## src/dbar_pkg.sv

```systemverilog
`timescale 1ns / 1ps

package dbar_pkg;

  // Counter width of the debounce, hold and repeat timers.
  localparam int TIMER_WIDTH = 16;
  localparam int PERIOD_WIDTH = 16;
  localparam int VALUE_WIDTH = 16;
  localparam int STEP_WIDTH = 8;
  localparam int CFG_DATA_WIDTH = 16;
  localparam int CFG_INDEX_WIDTH = 3;

  localparam logic [32:0] TIMER_MAX = (33'd1 << TIMER_WIDTH) - 33'd1;

  typedef logic [TIMER_WIDTH-1:0] timer_count_t;

  typedef enum logic [CFG_INDEX_WIDTH-1:0] {
    CFG_DEBOUNCE_TICKS = 3'd0,
    CFG_HOLD_TICKS     = 3'd1,
    CFG_REPEAT_TICKS   = 3'd2,
    CFG_STEP_AMOUNT    = 3'd3,
    CFG_MIN_VALUE      = 3'd4,
    CFG_MAX_VALUE      = 3'd5
  } cfg_index_t;

  // Per-timer commands from the control logic.
  typedef struct packed {
    logic start;
    logic stop;
  } timer_ctrl_t;

  // Period to load: zero counts as one, saturate at the counter maximum.
  function automatic timer_count_t timer_load(input logic [PERIOD_WIDTH-1:0] period);
    logic [32:0] p;
    p = 33'(period);
    if (p == 33'd0) begin
      p = 33'd1;
    end
    if (p > TIMER_MAX) begin
      p = TIMER_MAX;
    end
    return p[TIMER_WIDTH-1:0];
  endfunction

endpackage

```

## src/debounced_button_auto_repeat.sv

```systemverilog
`timescale 1ns / 1ps

// Debounced push button with auto-repeat. Each input transaction is one tick carrying the
// sampled button level and the present parameter value; each tick yields exactly one output
// transaction with the (possibly stepped) value and an action flag. A press latches and starts
// the debounce timer; if still held at its expiry the value is stepped and the hold timer
// starts; at hold expiry the value is stepped again and the repeat timer runs, stepping on
// every expiry until release, which clears everything. A positive step is applied only if the
// result stays <= max_value, a negative one only if it stays >= min_value; the action is
// flagged even when refused. Period registers of zero act as one. Throughput is one tick per
// clock: timer expiry and the bound check are combinational and the output register takes
// the result in the same edge that accepts the tick, so in_ready stays high unless a held
// result is not being taken. Write configuration only while no transaction is in flight.

module debounced_button_auto_repeat import dbar_pkg::*; (
  input  logic                       clk,
  input  logic                       rst,
  input  logic                       cfg_write,
  input  logic [CFG_INDEX_WIDTH-1:0] cfg_index,
  input  logic [CFG_DATA_WIDTH-1:0]  cfg_data,
  input  logic                       in_valid,
  output logic                       in_ready,
  input  logic                       button_down,
  input  logic [VALUE_WIDTH-1:0]     current_value,
  output logic                       out_valid,
  input  logic                       out_ready,
  output logic [VALUE_WIDTH-1:0]     new_value,
  output logic                       action_taken
);

  // Configuration registers.
  logic [PERIOD_WIDTH-1:0] debounce_ticks;
  logic [PERIOD_WIDTH-1:0] hold_ticks;
  logic [PERIOD_WIDTH-1:0] repeat_ticks;
  logic [STEP_WIDTH-1:0]   step_amount;
  logic [VALUE_WIDTH-1:0]  min_value;
  logic [VALUE_WIDTH-1:0]  max_value;

  always_ff @(posedge clk) begin
    if (rst) begin
      debounce_ticks <= PERIOD_WIDTH'(50);
      hold_ticks <= PERIOD_WIDTH'(500);
      repeat_ticks <= PERIOD_WIDTH'(100);
      step_amount <= STEP_WIDTH'(1);
      min_value <= '0;
      max_value <= '1;
    end else if (cfg_write) begin
      case (cfg_index_t'(cfg_index))
        CFG_DEBOUNCE_TICKS: debounce_ticks <= cfg_data[PERIOD_WIDTH-1:0];
        CFG_HOLD_TICKS:     hold_ticks <= cfg_data[PERIOD_WIDTH-1:0];
        CFG_REPEAT_TICKS:   repeat_ticks <= cfg_data[PERIOD_WIDTH-1:0];
        CFG_STEP_AMOUNT:    step_amount <= cfg_data[STEP_WIDTH-1:0];
        CFG_MIN_VALUE:      min_value <= cfg_data[VALUE_WIDTH-1:0];
        CFG_MAX_VALUE:      max_value <= cfg_data[VALUE_WIDTH-1:0];
        default: ;
      endcase
    end
  end

  // Handshake: take a tick whenever the output register is free or being drained.
  logic accept;
  assign in_ready = !out_valid || out_ready;
  assign accept = in_valid && in_ready;

  // Tick control.
  logic        press_latched;
  logic        press_latched_next;
  logic        deb_exp;
  logic        hold_exp;
  logic        rep_exp;
  logic        start_press;
  logic        first_step;
  logic        release_press;
  logic        repeat_step;
  logic        do_step;
  timer_ctrl_t deb_ctrl;
  timer_ctrl_t hold_ctrl;
  timer_ctrl_t rep_ctrl;

  // First matching rule wins: new press, debounce step, release, repeat step.
  assign start_press = button_down && !press_latched;
  assign first_step = press_latched && button_down && deb_exp;
  assign release_press = press_latched && !button_down;
  assign repeat_step = press_latched && button_down && !deb_exp && (hold_exp || rep_exp);
  assign do_step = first_step || repeat_step;

  assign deb_ctrl = '{start: start_press, stop: release_press};
  assign hold_ctrl = '{start: first_step, stop: release_press};
  assign rep_ctrl = '{start: repeat_step, stop: release_press};

  always_comb begin
    press_latched_next = press_latched;
    if (start_press) begin
      press_latched_next = 1'b1;
    end else if (release_press) begin
      press_latched_next = 1'b0;
    end
  end

  always_ff @(posedge clk) begin
    if (rst) begin
      press_latched <= 1'b0;
    end else if (accept) begin
      press_latched <= press_latched_next;
    end
  end

  dbar_timer u_debounce_timer (
    .clk     (clk),
    .rst     (rst),
    .advance (accept),
    .ctrl    (deb_ctrl),
    .period  (debounce_ticks),
    .expired (deb_exp)
  );

  dbar_timer u_hold_timer (
    .clk     (clk),
    .rst     (rst),
    .advance (accept),
    .ctrl    (hold_ctrl),
    .period  (hold_ticks),
    .expired (hold_exp)
  );

  dbar_timer u_repeat_timer (
    .clk     (clk),
    .rst     (rst),
    .advance (accept),
    .ctrl    (rep_ctrl),
    .period  (repeat_ticks),
    .expired (rep_exp)
  );

  // Bounded step of the incoming value.
  logic [VALUE_WIDTH-1:0] stepped;

  dbar_step u_step (
    .value       (current_value),
    .step_amount (step_amount),
    .min_value   (min_value),
    .max_value   (max_value),
    .stepped     (stepped)
  );

  // Output register: load on accept, drop valid once drained.
  always_ff @(posedge clk) begin
    if (rst) begin
      out_valid <= 1'b0;
    end else if (accept) begin
      out_valid <= 1'b1;
    end else if (out_ready) begin
      out_valid <= 1'b0;
    end
  end

  always_ff @(posedge clk) begin
    if (accept) begin
      new_value <= do_step ? stepped : current_value;
      action_taken <= do_step;
    end
  end

endmodule

```

## src/dbar_timer.sv

```systemverilog
`timescale 1ns / 1ps

module dbar_timer import dbar_pkg::*; (
  input  logic                    clk,
  input  logic                    rst,
  input  logic                    advance,
  input  timer_ctrl_t             ctrl,
  input  logic [PERIOD_WIDTH-1:0] period,
  output logic                    expired
);

  timer_count_t left;
  timer_count_t left_next;
  logic         running;
  logic         running_next;

  // Expiry of the tick being taken, seen before the count moves.
  assign expired = running && (left <= timer_count_t'(1));

  always_comb begin
    left_next = left;
    running_next = running;
    if (ctrl.start) begin
      left_next = timer_load(period);
      running_next = 1'b1;
    end else if (ctrl.stop || expired) begin
      left_next = '0;
      running_next = 1'b0;
    end else if (running) begin
      left_next = left - timer_count_t'(1);
    end
  end

  always_ff @(posedge clk) begin
    if (rst) begin
      left <= '0;
      running <= 1'b0;
    end else if (advance) begin
      left <= left_next;
      running <= running_next;
    end
  end

endmodule

```

## src/dbar_step.sv

```systemverilog
`timescale 1ns / 1ps

module dbar_step import dbar_pkg::*; (
  input  logic [VALUE_WIDTH-1:0] value,
  input  logic [STEP_WIDTH-1:0]  step_amount,
  input  logic [VALUE_WIDTH-1:0] min_value,
  input  logic [VALUE_WIDTH-1:0] max_value,
  output logic [VALUE_WIDTH-1:0] stepped
);

  localparam int W = VALUE_WIDTH + 2;

  logic signed [W-1:0] v;
  logic signed [W-1:0] s;
  logic signed [W-1:0] lo;
  logic signed [W-1:0] hi;
  logic signed [W-1:0] sum;
  logic                ok;

  assign v = $signed({2'b00, value});
  assign s = W'($signed(step_amount));
  assign lo = $signed({2'b00, min_value}) - s;
  assign hi = $signed({2'b00, max_value}) - s;
  assign sum = v + s;

  // Positive step only below the ceiling, negative only above the floor.
  assign ok = (s > 0 && hi >= v) || (s < 0 && lo <= v);
  assign stepped = ok ? sum[VALUE_WIDTH-1:0] : value;

endmodule

```

## config.mk

```make
export PLATFORM = sky130hd
export DESIGN_NAME = debounced_button_auto_repeat
export DESIGN_NICKNAME = d
export VERILOG_FILES = /design/src/dbar_pkg.sv /design/src/debounced_button_auto_repeat.sv /design/src/dbar_timer.sv /design/src/dbar_step.sv
export SDC_FILE = /design/constraint.sdc
export NUM_CORES = 1
export LEC_CHECK = 0
export CAP_MARGIN = 20
export CORE_ASPECT_RATIO = 0.9
export CORE_UTILIZATION = 35
export DETAILED_ROUTE_END_ITERATION = 10
export DONT_BUFFER_PORTS = 1
export HOLD_SLACK_MARGIN = 0.05
export SETUP_SLACK_MARGIN = 0.1
export SYNTH_ARGS = -nofsm -noshare
export SYNTH_HDL_FRONTEND = slang
export SYNTH_SLANG_ARGS = --single-unit
```

## constraint.sdc

```tcl
create_clock -name clk -period 9.5 [get_ports clk]
set_input_delay 0.95 -clock clk [delete_from_list [all_inputs] [get_ports clk]]
set_output_delay 0.95 -clock clk [all_outputs]
set_load 0.005 [all_outputs]
```

==> results of run 1 <==
-- sequential cells by signal (all words and copies together) (netlist names), 8 cells and up --
name,flops
debounce_ticks,16
hold_ticks,16
max_value,16
min_value,16
new_value,16
repeat_ticks,16
step_amount,8
u_debounce_timer.left,16
u_hold_timer.left,16
u_repeat_timer.left,16
-- cell families after synthesis --
group / synth area share (%)
AND/OR/NAND/NOR: 25.8
AO/OA/AOI/OAI: 20.6
adder cells (fa/ha/maj): 11.6
XOR/XNOR: 4.12
multiplexers: 0.417
buffers and inverters: 4.74
flip-flops: 32.7
-- power breakdown --
group	internal [uW]	switching [uW]
Sequential	698	23.8
Clock	405	322
Combinational	132	179
Total	1230	525
-- layer usage --
layer / global-route usage [%] / up-vias
li1: - / 4615
met1: 27.1 / 4352
met2: 29.4 / 247
met3: 3.35 / 38
met4: 6.23 / 0
met5: 0 / -
-- cell usage after synthesis, drive strengths merged (13+ instances only) --
master / number / area, sq um
edfxtp: 17 / 510
o21a: 13 / 105
nor2: 99 / 379
and2: 15 / 93.8
nor4: 32 / 221
nand3b: 29 / 218
nor2b: 16 / 100
a21oi: 137 / 686
nand3: 31 / 155
xnor2: 36 / 315
a211oi: 29 / 235
buf: 14 / 92.6
nand2: 237 / 890
nor3: 40 / 200
clkbuf: 46 / 173
ha: 90 / 1130
dfxtp: 141 / 2820
inv: 58 / 218
o21ai: 77 / 397
-- layout by cell type, fill, tap and decap left out, drive strengths merged, types with 7 or more instances in the layout --
cell type  Yosys  layout
a211oi        29      29
a21o           7       7
a21oi        137     137
a22oi          7       7
a31oi          9       9
and2          15      15
and3           9       9
clkbuf        46      18
dfxtp        141     141
edfxtp        17      17
ha            90      90
inv           58      65
nand2        237     237
nand3         31      31
nand3b        29      29
nand4         12      12
nor2          99      99
nor2b         16      16
nor3          40      40
nor4          32      32
o21a          13      13
o21ai         77      77
o31ai          7       7
or3           12      12
xnor2         36      36
xor2          12      12
-- worst register-to-register path, cell delays in order (launching register included) --
cell	delay, ns
sky130_fd_sc_hd__dfxtp_1	0.76
sky130_fd_sc_hd__inv_1	0.14
sky130_fd_sc_hd__buf_4	0.27
sky130_fd_sc_hd__ha_1	0.28
sky130_fd_sc_hd__or3_1	0.38
sky130_fd_sc_hd__o221ai_1	0.22
sky130_fd_sc_hd__a21boi_0	0.12
sky130_fd_sc_hd__o21ai_0	0.24
sky130_fd_sc_hd__nor2b_1	0.19
sky130_fd_sc_hd__xnor2_1	0.08
sky130_fd_sc_hd__ha_1	0.29
sky130_fd_sc_hd__nand3_1	0.10
sky130_fd_sc_hd__or4_1	0.52
sky130_fd_sc_hd__a21oi_1	0.13
sky130_fd_sc_hd__a211oi_1	0.06
sky130_fd_sc_hd__a211oi_1	0.24
sky130_fd_sc_hd__buf_4	0.25
sky130_fd_sc_hd__and2_1	0.52
sky130_fd_sc_hd__mux2_2	0.40
-- worst paths after layout --
| check | end | slack (ns) | depth (start not counted) |
|---|---|---|---|
| max | new_value[0]$_DFFE_PP_ | 4.07 | 18 |
| min | min_value[0]$_SDFFE_PP0P_ | 0.46 | 2 |
| max reg2reg | new_value[0]$_DFFE_PP_ | 4.07 | 18 |
| min reg2reg | min_value[0]$_SDFFE_PP0P_ | 0.46 | 2 |
-- through the flow --
step | setup slack [ns] | cell area, sq um | hold WS [ns]
after floorplan | 4.74 | 10200 | 0.436
after global placement | 4.20 | 10400 | 0.438
after detailed placement | 4.09 | 10400 | 0.448
after CTS | 4.08 | 11000 | 0.457
after global routing | 3.70 | 11000 | 0.481
final | 4.07 | 11000 | 0.458
-- layout make-up --
cell class	count	area, sq um
fillers	2918	17300
inverters	58	218
flip-flops and latches	158	3330
clock buffers	18	439
repair buffers	6	42.5
multi-input cells	1038	6380
well taps	360	450
clock inverters	14	171
==> impl_table.tex, run 1 <==
\begin{tabular}{lr}
\hline
Metric & Value \\
\hline
\multicolumn{2}{l}{\textbf{Status}} \\
Status & finished clean \\
\multicolumn{2}{l}{\textbf{Synth}} \\
Post-synthesis sequential area ratio & 32.7\% \\
Number of standard cells after synthesis & 1,314 \\
Avg Inst Size Synth & 7.76 sq um \\
Cell variety after synth & 73 \\
Post-Syn Nets & 1,448 \\
YS warnings & 0 \\
Most used flip-flop cell after synthesis & sky130\_fd\_sc\_hd\_\_dfxtp\_1 \\
Share of async-settable or async-resettable flops after synthesis & 0\% \\
\#FFs+latches synth & 158 \\
Number of synthesized flops with an enable pin & 17 \\
Netlist area before placement & 10,200 sq um \\
\multicolumn{2}{l}{\textbf{Setup path}} \\
Critical-path cell with the highest stage delay & sky130\_fd\_sc\_hd\_\_dfxtp\_1 \\
Kind of end point of the critical path & flip-flop \\
CP delay by family, top & simple AND/OR/NAND/NOR gates \\
Kind of critical path & reg2reg \\
Sequence of cells on the critical path & inv\_1 -> buf\_4 -> ha\_1 -> or3\_1 -> o221ai\_1 -> a21boi\_0 -> o21ai\_0 -> nor2b\_1 -> xnor2\_1 -> ha\_1 -> nand3\_1 -> or4\_1 -> a21oi\_1 -> a211oi\_1 -> a211oi\_1 -> buf\_4 -> and2\_1 -> mux2\_2 \\
Max stage delay on crit path & 0.76 ns \\
CP max FO & 22 \\
Data arrival time at the worst-slack endpoint & 5.61 ns \\
Element type at the critical path start & flip-flop \\
Buffers \& Inverters on Critical Path & 3 \\
Crit Reg-Reg Startpoint & step\_amount[7]\$\_SDFFE\_PP0P\_ \\
Data required time of the critical path & 9.68 ns \\
Critical Path Start & step\_amount[7]\$\_SDFFE\_PP0P\_ \\
\multicolumn{2}{l}{\textbf{Floorplanning}} \\
Top Ports & 60 \\
Row count & 58 \\
Area of the core & 28,300 sq um \\
Chip Width & 182 um \\
Initial core utilization & 36.0\% \\
Chip height & 164 um \\
Die outline area & 29,800 sq um \\
\multicolumn{2}{l}{\textbf{Global routing}} \\
First-pass GRT wire length & 45.4 mm \\
Number of antenna violations at the first check in global routing & 0 \\
Overall track demand over capacity in global routing & 19.1\% \\
Aggregate global routing overflow & 0 \\
Pin count of the biggest net entering global routing & 142 \\
Number of global-route vias before repair & 8,336 \\
\multicolumn{2}{l}{\textbf{Clock tree}} \\
Number of gates resized after CTS & 0 \\
Bufs on Longest Clock Path & 2 \\
Post-CTS setup buffer count & 0 \\
Clock Sink Count & 158 \\
Hold-fix buffer count after cts & 0 \\
Number of buffers created by CTS & 17 \\
Insertion delay to the later sink of the worst-skew pair & 0.44 ns \\
TritonCTS clock tree & done \\
CTS root buf & sky130\_fd\_sc\_hd\_\_clkbuf\_16 \\
H-Tree Depth & 4 \\
Reg clk slew, reported paths & 0.07 ns \\
\multicolumn{2}{l}{\textbf{Power}} \\
Power density of the placed cells & 160 nW/um\^{}2 \\
Worst voltage drop across the vdd grid & 111 uV \\
Leakage dissipation & 0.00420 uW \\
Overall power consumption & 1760 uW \\
\multicolumn{2}{l}{\textbf{Drt}} \\
Post-detailed-route wirelength per cell & 17.4 um \\
Top routing layer in use & met4 \\
Number of detailed-routing iterations run before antenna repair & 5 \\
Detailed-route wire length on metal 1 & 14.0 mm \\
Number of vias per cell & 5.60 \\
Wire length on met3 & 1.65 mm \\
Final wirelength & 28.8 mm \\
DR DRC count & 0 \\
Antenna-violating nets left & 0 \\
Number of DRC markers in iteration 0 & 880 \\
Vias after detailed routing & 9,252 \\
Routed met2 length & 12.7 mm \\
\multicolumn{2}{l}{\textbf{Timing}} \\
Highest clock frequency the design can meet & 184 MHz \\
Final worst path period share & 57.2\% \\
Final Skew & 0.0151 ns \\
Final Max Tran Viols & 0 \\
Setup tns final & 0 ns \\
RSZ-0062 raised after global routing & no \\
Relative slew slack & 29.8\% \\
Total of endpoints with negative setup slack in the final report & 0 \\
Count of final hold-check violations & 0 \\
Slew of the pin with the lowest slew margin & 1.05 ns \\
Tmin final & 5.43 ns \\
\multicolumn{2}{l}{\textbf{Finish}} \\
Fin nets & 1,413 \\
Fraction of final layout cells sized beyond drive strength 1 & 4.18\% \\
Final Util & 39.0\% \\
Fin cells & 1,652 \\
Antenna diode count & 0 \\
Synth-to-layout area growth & 8.22\% \\
\multicolumn{2}{l}{\textbf{Placed design}} \\
Final estimated routing congestion in global placement & 0.877 \\
Post-placement cell count & 1,619 \\
Port Buf Inserts & 0 \\
Detail Placement HPWL & 20.7 mm \\
\multicolumn{2}{l}{\textbf{Run}} \\
Max-Cap Viols & 0 \\
\multicolumn{2}{l}{\textbf{Hold path}} \\
Worst min-delay path class & reg2reg \\
Worst hold path startpoint & min\_value[0]\$\_SDFFE\_PP0P\_ \\
\hline
\end{tabular}
No activity file was read; power rests on OpenSTA's default activity.
==> run 2: changes to the inputs <==
clock period = 5.55 ns   (was 9.5 ns; I/O delays follow)
==> run 2 against run 1 <==
Final area up 0.22%. Sequential power is 70% higher. Critical path depth is the same. Die area stayed put. Hold slack lost 0.27 ns. Sequential cell count did not move. Final cell count increased by 0.18%. Non-clock buffer count grew 3. Clock-buffer cell count did not move. Via count down 0.18%. Critical path type unchanged. Critical endpoint unchanged.
==> impl_table.tex, run 2 (same netlist as run 1, synthesis figures left out) <==
\begin{tabular}{lr}
\hline
Metric & Value \\
\hline
\multicolumn{2}{l}{\textbf{Clock tree}} \\
Clock Sink Count & 158 (unchanged) \\
Hold-fix buffer count after cts & 0 (unchanged) \\
H-Tree Depth & 4 (unchanged) \\
Insertion delay to the later sink of the worst-skew pair & 0.44 ns (about the same) \\
Reg clk slew, reported paths & 0.07 ns (about the same) \\
Number of gates resized after CTS & 0 (unchanged) \\
Number of buffers created by CTS & 17 (unchanged) \\
CTS root buf & sky130\_fd\_sc\_hd\_\_clkbuf\_16 \\
Bufs on Longest Clock Path & 2 (unchanged) \\
Post-CTS setup buffer count & 0 (unchanged) \\
TritonCTS clock tree & done \\
\multicolumn{2}{l}{\textbf{Status}} \\
Status & finished clean \\
\multicolumn{2}{l}{\textbf{Setup path}} \\
CP max FO & 13 (-41\%) \\
Data required time of the critical path & 5.74 ns (-3.94 ns) \\
Register-to-register path setup slack & 0.59 ns (-3.48 ns) \\
Data arrival time at the worst-slack endpoint & 5.15 ns (-0.46 ns) \\
Kind of end point of the critical path & flip-flop \\
Element type at the critical path start & flip-flop \\
Kind of critical path & reg2reg \\
\multicolumn{2}{l}{\textbf{Finish}} \\
Fraction of final layout cells sized beyond drive strength 1 & 4.40\% (+0.22 points) \\
Leading cell type in the layout, fill and taps excluded & sky130\_fd\_sc\_hd\_\_nand2\_1 \\
Final Util & 39.1\% (+0.084 points) \\
Area of the multi-input gates & 6380 sq um (unchanged) \\
Fillers & 2,904 (-0.48\%) \\
Commonest cells after routing, fill and taps aside & sky130\_fd\_sc\_hd\_\_nand2\_1 (237), sky130\_fd\_sc\_hd\_\_dfxtp\_1 (141), sky130\_fd\_sc\_hd\_\_a21oi\_1 (137) \\
Register Area & 3330 sq um (unchanged) \\
Final design instance area without fill & 11,100 sq um (+0.22\%) \\
Synth-to-layout area growth & 8.46\% \\
Antenna diode count & 0 (unchanged) \\
Fin nets & 1,416 (+0.21\%) \\
\multicolumn{2}{l}{\textbf{Floorplanning}} \\
Chip Width & 182 um (unchanged) \\
Initial core utilization & 36.0\% (unchanged) \\
Area of the core & 28,300 sq um (unchanged) \\
Row count & 58 (unchanged) \\
Top Ports & 60 (unchanged) \\
Die outline area & 29,800 sq um (unchanged) \\
Chip height & 164 um (unchanged) \\
\multicolumn{2}{l}{\textbf{Run}} \\
Max-Cap Viols & 0 (unchanged) \\
\multicolumn{2}{l}{\textbf{Placed design}} \\
Port Buf Inserts & 0 (unchanged) \\
Instance area at placement & 10,400 sq um (+0.29\%) \\
Final estimated routing congestion in global placement & 0.873 (-0.48\%) \\
Detail Placement HPWL & 20.7 mm (+0.14\%) \\
\multicolumn{2}{l}{\textbf{Power}} \\
Power density of the placed cells & 273 nW/um\^{}2 (+71\%) \\
Worst voltage drop across the vdd grid & 185 uV (+67\%) \\
Leakage dissipation & 0.00423 uW (+0.65\%) \\
Overall power consumption & 3020 uW (+72\%) \\
\multicolumn{2}{l}{\textbf{Global routing}} \\
Overall track demand over capacity in global routing & 18.9\% (-0.22 points) \\
First-pass GRT wire length & 45.0 mm (-0.75\%) \\
Pin count of the biggest net entering global routing & 142 (unchanged) \\
Number of global-route vias before repair & 8,385 (+0.59\%) \\
Aggregate global routing overflow & 0 (unchanged) \\
Number of antenna violations at the first check in global routing & 0 (unchanged) \\
\multicolumn{2}{l}{\textbf{Timing}} \\
Tmin final & 4.96 ns (-0.473 ns) \\
Final Skew & 0.0139 ns (-0.00126 ns) \\
Total of endpoints with negative setup slack in the final report & 0 (unchanged) \\
RSZ-0062 raised after global routing & no \\
Final Max Tran Viols & 0 (unchanged) \\
Setup tns final & 0 ns (unchanged) \\
Slew of the pin with the lowest slew margin & 1.04 ns (-0.00485 ns) \\
Count of final hold-check violations & 0 (unchanged) \\
Final worst path period share & 89.4\% (+32 points) \\
Highest clock frequency the design can meet & 202 MHz (+9.5\%) \\
Relative slew slack & 30.2\% (+0.32 points) \\
\multicolumn{2}{l}{\textbf{Drt}} \\
Final wirelength & 28.1 mm (-2.3\%) \\
DR DRC count & 0 (unchanged) \\
Vias after detailed routing & 9,235 (-0.18\%) \\
Number of DRC markers in iteration 0 & 744 (-15\%) \\
Post-detailed-route wirelength per cell & 17.0 um (-2.5\%) \\
Number of vias per cell & 5.58 (-0.36\%) \\
Antenna-violating nets left & 0 (unchanged) \\
Number of detailed-routing iterations run before antenna repair & 5 (unchanged) \\
\multicolumn{2}{l}{\textbf{Hold path}} \\
Worst min-delay path class & in2reg \\
\hline
\end{tabular}
[run 2: cell count changes in the layout (fill, tap and decap cells not counted)]
cell                         change
sky130_fd_sc_hd__buf_2           -1
sky130_fd_sc_hd__buf_4           +4
sky130_fd_sc_hd__clkinvlp_4      -3
sky130_fd_sc_hd__inv_4           +1
sky130_fd_sc_hd__inv_6           +3
sky130_fd_sc_hd__inv_8           -1
[run 2: worst paths after layout]
check	start	cells past startpoint	endpoint
worst min register to register	min_value[0]$_SDFFE_PP0P_	2	min_value[0]$_SDFFE_PP0P_
worst max register to register	step_amount[4]$_SDFFE_PP0P_	18	new_value[0]$_DFFE_PP_
worst max-delay path	step_amount[4]$_SDFFE_PP0P_	18	new_value[0]$_DFFE_PP_
worst min-delay path	rst	1	u_hold_timer.left[9]$_SDFFE_PP0P_
[run 2: through the flow]
stage	setup WS [ns]	hold WS, ns	std cells
2_1_floorplan	0.791	0.436	1314
3_3_place_gp	0.723	0.437	1623
5_1_grt	0.217	0.164	1655
3_5_place_dp	0.609	0.446	1623
6_report	0.590	0.185	1655
4_1_cts	0.583	0.164	1655
[run 2: metal layers]
layer / global-route usage (%) / up-vias / part of all wire [%]
met1: 26.6 / 4376 / 50
met4: 4.77 / 0 / 1.4
li1: - / 4613 / -
met2: 29.9 / 222 / 44
met3: 3.30 / 24 / 4.8
met5: 0 / - / 0
[run 2: cell type report]
cell class | instances | area share, %
clock buffer | 18 | 3.97
multi-input combinational | 1038 | 57.7
tap | 360 | 4.07
clock inverter | 14 | 1.54
sequential | 158 | 30.1
timing repair buffer | 9 | 0.611
inverter | 58 | 1.97
[run 2: critical path, cell delays in order (launching register included)]
cell                       delay, ns
sky130_fd_sc_hd__dfxtp_1        0.38
sky130_fd_sc_hd__inv_1          0.08
sky130_fd_sc_hd__ha_1           0.25
sky130_fd_sc_hd__or3_1          0.40
sky130_fd_sc_hd__or3_1          0.36
sky130_fd_sc_hd__o221ai_1       0.20
sky130_fd_sc_hd__a21boi_0       0.11
sky130_fd_sc_hd__o21ai_0        0.23
sky130_fd_sc_hd__nor2b_1        0.19
sky130_fd_sc_hd__xnor2_1        0.08
sky130_fd_sc_hd__ha_1           0.30
sky130_fd_sc_hd__nand3_1        0.11
sky130_fd_sc_hd__or4_1          0.52
sky130_fd_sc_hd__a21oi_1        0.15
sky130_fd_sc_hd__a211oi_1       0.06
sky130_fd_sc_hd__a211oi_1       0.26
sky130_fd_sc_hd__buf_4          0.26
sky130_fd_sc_hd__and2_1         0.39
sky130_fd_sc_hd__mux2_2         0.38
[run 2: power breakdown]
group          total [uW]  switching (uW)  internal, uW  leakage [uW]
combinational         535             307           228       0.00262
clock                1250             558           695      0.000303
sequential           1230            39.8          1190       0.00131
total                3020             905          2120       0.00423
==> run 3: changes to the inputs <==
CORE_UTILIZATION = 60   (was 35)
PLACE_DENSITY = 0.76   (was unset)
==> run 3 against run 2 <==
Core utilization is 27 points higher. Via count is 1.8% higher. Critical path type unchanged. Wire length is 5.4% lower. Largest cell class unchanged. First-iteration DRC count is 12% higher. Total power is 2.5% lower.
==> impl_table.tex, run 3 (same netlist as run 1, synthesis figures left out) <==
\begin{tabular}{lr}
\hline
Metric & Value \\
\hline
\multicolumn{2}{l}{\textbf{Status}} \\
Status & finished clean \\
\multicolumn{2}{l}{\textbf{Power}} \\
Leakage dissipation & 0.00419 uW (-0.89\%) \\
Overall power consumption & 2940 uW (-2.5\%) \\
Worst voltage drop across the vdd grid & 224 uV (+21\%) \\
Power density of the placed cells & 272 nW/um\^{}2 (-0.53\%) \\
\multicolumn{2}{l}{\textbf{Clock tree}} \\
H-Tree Depth & 4 (unchanged) \\
Clock Sink Count & 158 (unchanged) \\
Reg clk slew, reported paths & 0.07 ns (about the same) \\
Number of buffers created by CTS & 17 (unchanged) \\
TritonCTS clock tree & done \\
Bufs on Longest Clock Path & 2 (unchanged) \\
Insertion delay to the later sink of the worst-skew pair & 0.44 ns (about the same) \\
CTS root buf & sky130\_fd\_sc\_hd\_\_clkbuf\_16 \\
\multicolumn{2}{l}{\textbf{Finish}} \\
Leading cell type in the layout, fill and taps excluded & sky130\_fd\_sc\_hd\_\_nand2\_1 \\
Fin cells & 1,500 (-9.4\%) \\
Fin nets & 1,415 (-0.071\%) \\
Synth-to-layout area growth & 6.26\% \\
Fraction of final layout cells sized beyond drive strength 1 & 4.33\% (-0.071 points) \\
Commonest cells after routing, fill and taps aside & sky130\_fd\_sc\_hd\_\_nand2\_1 (237), sky130\_fd\_sc\_hd\_\_dfxtp\_1 (141), sky130\_fd\_sc\_hd\_\_a21oi\_1 (137) \\
Antenna diode count & 0 (unchanged) \\
\multicolumn{2}{l}{\textbf{Global routing}} \\
First-pass GRT wire length & 43.6 mm (-3.1\%) \\
Number of antenna violations at the first check in global routing & 0 (unchanged) \\
Overall track demand over capacity in global routing & 31.0\% (+12 points) \\
Aggregate global routing overflow & 0 (unchanged) \\
Pin count of the biggest net entering global routing & 142 (unchanged) \\
Number of global-route vias before repair & 8,722 (+4.0\%) \\
\multicolumn{2}{l}{\textbf{Setup path}} \\
CP delay by family, top & simple AND/OR/NAND/NOR gates \\
Data arrival time at the worst-slack endpoint & 5.19 ns (+0.04 ns) \\
Critical Path End & new\_value[12]\$\_DFFE\_PP\_ \\
Register-to-register path setup slack & 0.56 ns (-0.03 ns) \\
Crit Reg-Reg Startpoint & step\_amount[5]\$\_SDFFE\_PP0P\_ \\
Buffers \& Inverters on Critical Path & 2 (unchanged) \\
Data required time of the critical path & 5.74 ns (about the same) \\
Critical-path cell with the highest stage delay & sky130\_fd\_sc\_hd\_\_or4\_1 \\
WP depth & 18 (unchanged) \\
Kind of critical path & reg2reg \\
Max stage delay on crit path & 0.53 ns (about the same) \\
Critical Path Start & step\_amount[5]\$\_SDFFE\_PP0P\_ \\
Critical R2R Capture & new\_value[12]\$\_DFFE\_PP\_ \\
FF-to-FF path depth & 18 (unchanged) \\
Element type at the critical path start & flip-flop \\
Kind of end point of the critical path & flip-flop \\
Sequence of cells on the critical path & inv\_1 -> ha\_1 -> or3\_1 -> or3\_1 -> o221ai\_1 -> a21boi\_0 -> o21ai\_0 -> nor2b\_1 -> xnor2\_1 -> ha\_1 -> nand3\_1 -> or4\_1 -> a21oi\_1 -> a211oi\_1 -> a211oi\_1 -> buf\_4 -> and2\_4 -> mux2\_2 \\
CP max FO & 15 (+2) \\
\multicolumn{2}{l}{\textbf{Timing}} \\
Final Max Tran Viols & 0 (unchanged) \\
Post-route worst hold slack & 0.190 ns (+0.00579 ns) \\
Highest clock frequency the design can meet & 200 MHz (-0.67\%) \\
Count of final hold-check violations & 0 (unchanged) \\
Relative slew slack & 34.5\% (+4.4 points) \\
Final Skew & 0.00820 ns (-0.00566 ns) \\
Final worst path period share & 90.0\% (+0.60 points) \\
Setup slack of the critical path after layout & 0.556 ns (-0.0335 ns) \\
Slew of the pin with the lowest slew margin & 0.982 ns (-0.0618 ns) \\
Setup tns final & 0 ns (unchanged) \\
Tmin final & 4.99 ns (+0.0335 ns) \\
Total of endpoints with negative setup slack in the final report & 0 (unchanged) \\
RSZ-0062 raised after global routing & no \\
\multicolumn{2}{l}{\textbf{Floorplanning}} \\
Row count & 44 (-24\%) \\
Area of the core & 16,400 sq um (-42\%) \\
Top Ports & 60 (unchanged) \\
Die outline area & 17,500 sq um (-41\%) \\
Chip height & 126 um (-23\%) \\
Initial core utilization & 62.4\% (+26 points) \\
Chip Width & 139 um (-23\%) \\
\multicolumn{2}{l}{\textbf{Placed design}} \\
Port Buf Inserts & 0 (unchanged) \\
Final estimated routing congestion in global placement & 0.906 (+3.7\%) \\
Detail Placement HPWL & 19.2 mm (-7.3\%) \\
Dpl ws & 0.344 ns (-0.266 ns) \\
Post-placement cell count & 1,468 (-9.6\%) \\
\multicolumn{2}{l}{\textbf{Hold path}} \\
Worst min-delay path class & in2reg \\
\multicolumn{2}{l}{\textbf{Run}} \\
Max-Cap Viols & 0 (unchanged) \\
\multicolumn{2}{l}{\textbf{Drt}} \\
Antenna-violating nets left & 0 (unchanged) \\
Number of vias per cell & 6.27 (+12\%) \\
Number of detailed-routing iterations run before antenna repair & 5 (unchanged) \\
Final wirelength & 26.6 mm (-5.4\%) \\
DR DRC count & 0 (unchanged) \\
Post-detailed-route wirelength per cell & 17.7 um (+4.4\%) \\
Number of DRC markers in iteration 0 & 831 (+12\%) \\
Vias after detailed routing & 9,405 (+1.8\%) \\
\hline
\end{tabular}
run 3: cell types whose count changed in the layout (fill, tap and decap cells not counted), moves of 2 or more:
cell and change:
sky130_fd_sc_hd__clkinvlp_4 +6, sky130_fd_sc_hd__inv_6 -5, sky130_fd_sc_hd__inv_8 -3, sky130_fd_sc_hd__buf_4 -2, sky130_fd_sc_hd__clkbuf_16 +2, sky130_fd_sc_hd__clkinv_2 +2
run 3: power breakdown:
| group | total (uW) | switching, uW | internal, uW |
|---|---|---|---|
| logic | 538 | 310 | 228 |
| clock network | 1170 | 505 | 668 |
| registers | 1230 | 38.9 | 1200 |
| total | 2940 | 854 | 2090 |
run 3: per-layer routing:
layer / track usage [%] / routed length (um) / up-vias
met5: 0 / 0 / -
met4: 9.48 / 481 / 0
met3: 7.11 / 2210 / 40
met2: 46.0 / 11100 / 334
met1: 44.6 / 12800 / 4411
li1: - / - / 4620
run 3: repair_timing:
action	in CTS	in global routing
hold buffers	0	0
gates resized for setup	0	2
buffers inserted	0	0
setup endpoints to repair	0	13
run 3: worst reg2reg max path, cell delays in order (launching register included):
cell	delay [ns]
sky130_fd_sc_hd__dfxtp_1	0.39
sky130_fd_sc_hd__inv_1	0.09
sky130_fd_sc_hd__ha_1	0.27
sky130_fd_sc_hd__or3_1	0.38
sky130_fd_sc_hd__or3_1	0.36
sky130_fd_sc_hd__o221ai_1	0.25
sky130_fd_sc_hd__a21boi_0	0.12
sky130_fd_sc_hd__o21ai_0	0.25
sky130_fd_sc_hd__nor2b_1	0.20
sky130_fd_sc_hd__xnor2_1	0.09
sky130_fd_sc_hd__ha_1	0.31
sky130_fd_sc_hd__nand3_1	0.13
sky130_fd_sc_hd__or4_1	0.53
sky130_fd_sc_hd__a21oi_1	0.18
sky130_fd_sc_hd__a211oi_1	0.06
sky130_fd_sc_hd__a211oi_1	0.24
sky130_fd_sc_hd__buf_4	0.26
sky130_fd_sc_hd__and2_4	0.28
sky130_fd_sc_hd__mux2_2	0.36
run 3: layout make-up:
| class | instances | area (sq um) |
|---|---|---|
| clock buffer | 19 | 475 |
| clock inverter | 12 | 109 |
| fill | 1374 | 5520 |
| inverter | 58 | 218 |
| multi-input combinational | 1038 | 6380 |
| sequential | 158 | 3330 |
| tap | 207 | 259 |
| timing repair buffer | 8 | 57.6 |
run 3: how the worst min path moves through the flow:
stage                                            end  slack, ns                  startpoint  cells past startpoint
2_1_floorplan              min_value[0]$_SDFFE_PP0P_       0.44   min_value[0]$_SDFFE_PP0P_                      2
3_3_place_gp               min_value[0]$_SDFFE_PP0P_       0.45   min_value[0]$_SDFFE_PP0P_                      2
3_5_place_dp              min_value[14]$_SDFFE_PP0P_       0.45  min_value[14]$_SDFFE_PP0P_                      2
4_1_cts        u_debounce_timer.left[5]$_SDFFE_PP0P_       0.18                         rst                      1
5_1_grt        u_debounce_timer.left[5]$_SDFFE_PP0P_       0.19                         rst                      1
6_report       u_debounce_timer.left[5]$_SDFFE_PP0P_       0.19                         rst                      1
run 3: stage by stage:
stage / instance area (sq um) / utilization, %
finish: 10800 / 66.3
global route: 10800 / 66.3
CTS: 10800 / 66.2
detailed placement: 10200 / 62.6
global placement: 10200 / 62.6
floorplan: 10200 / -
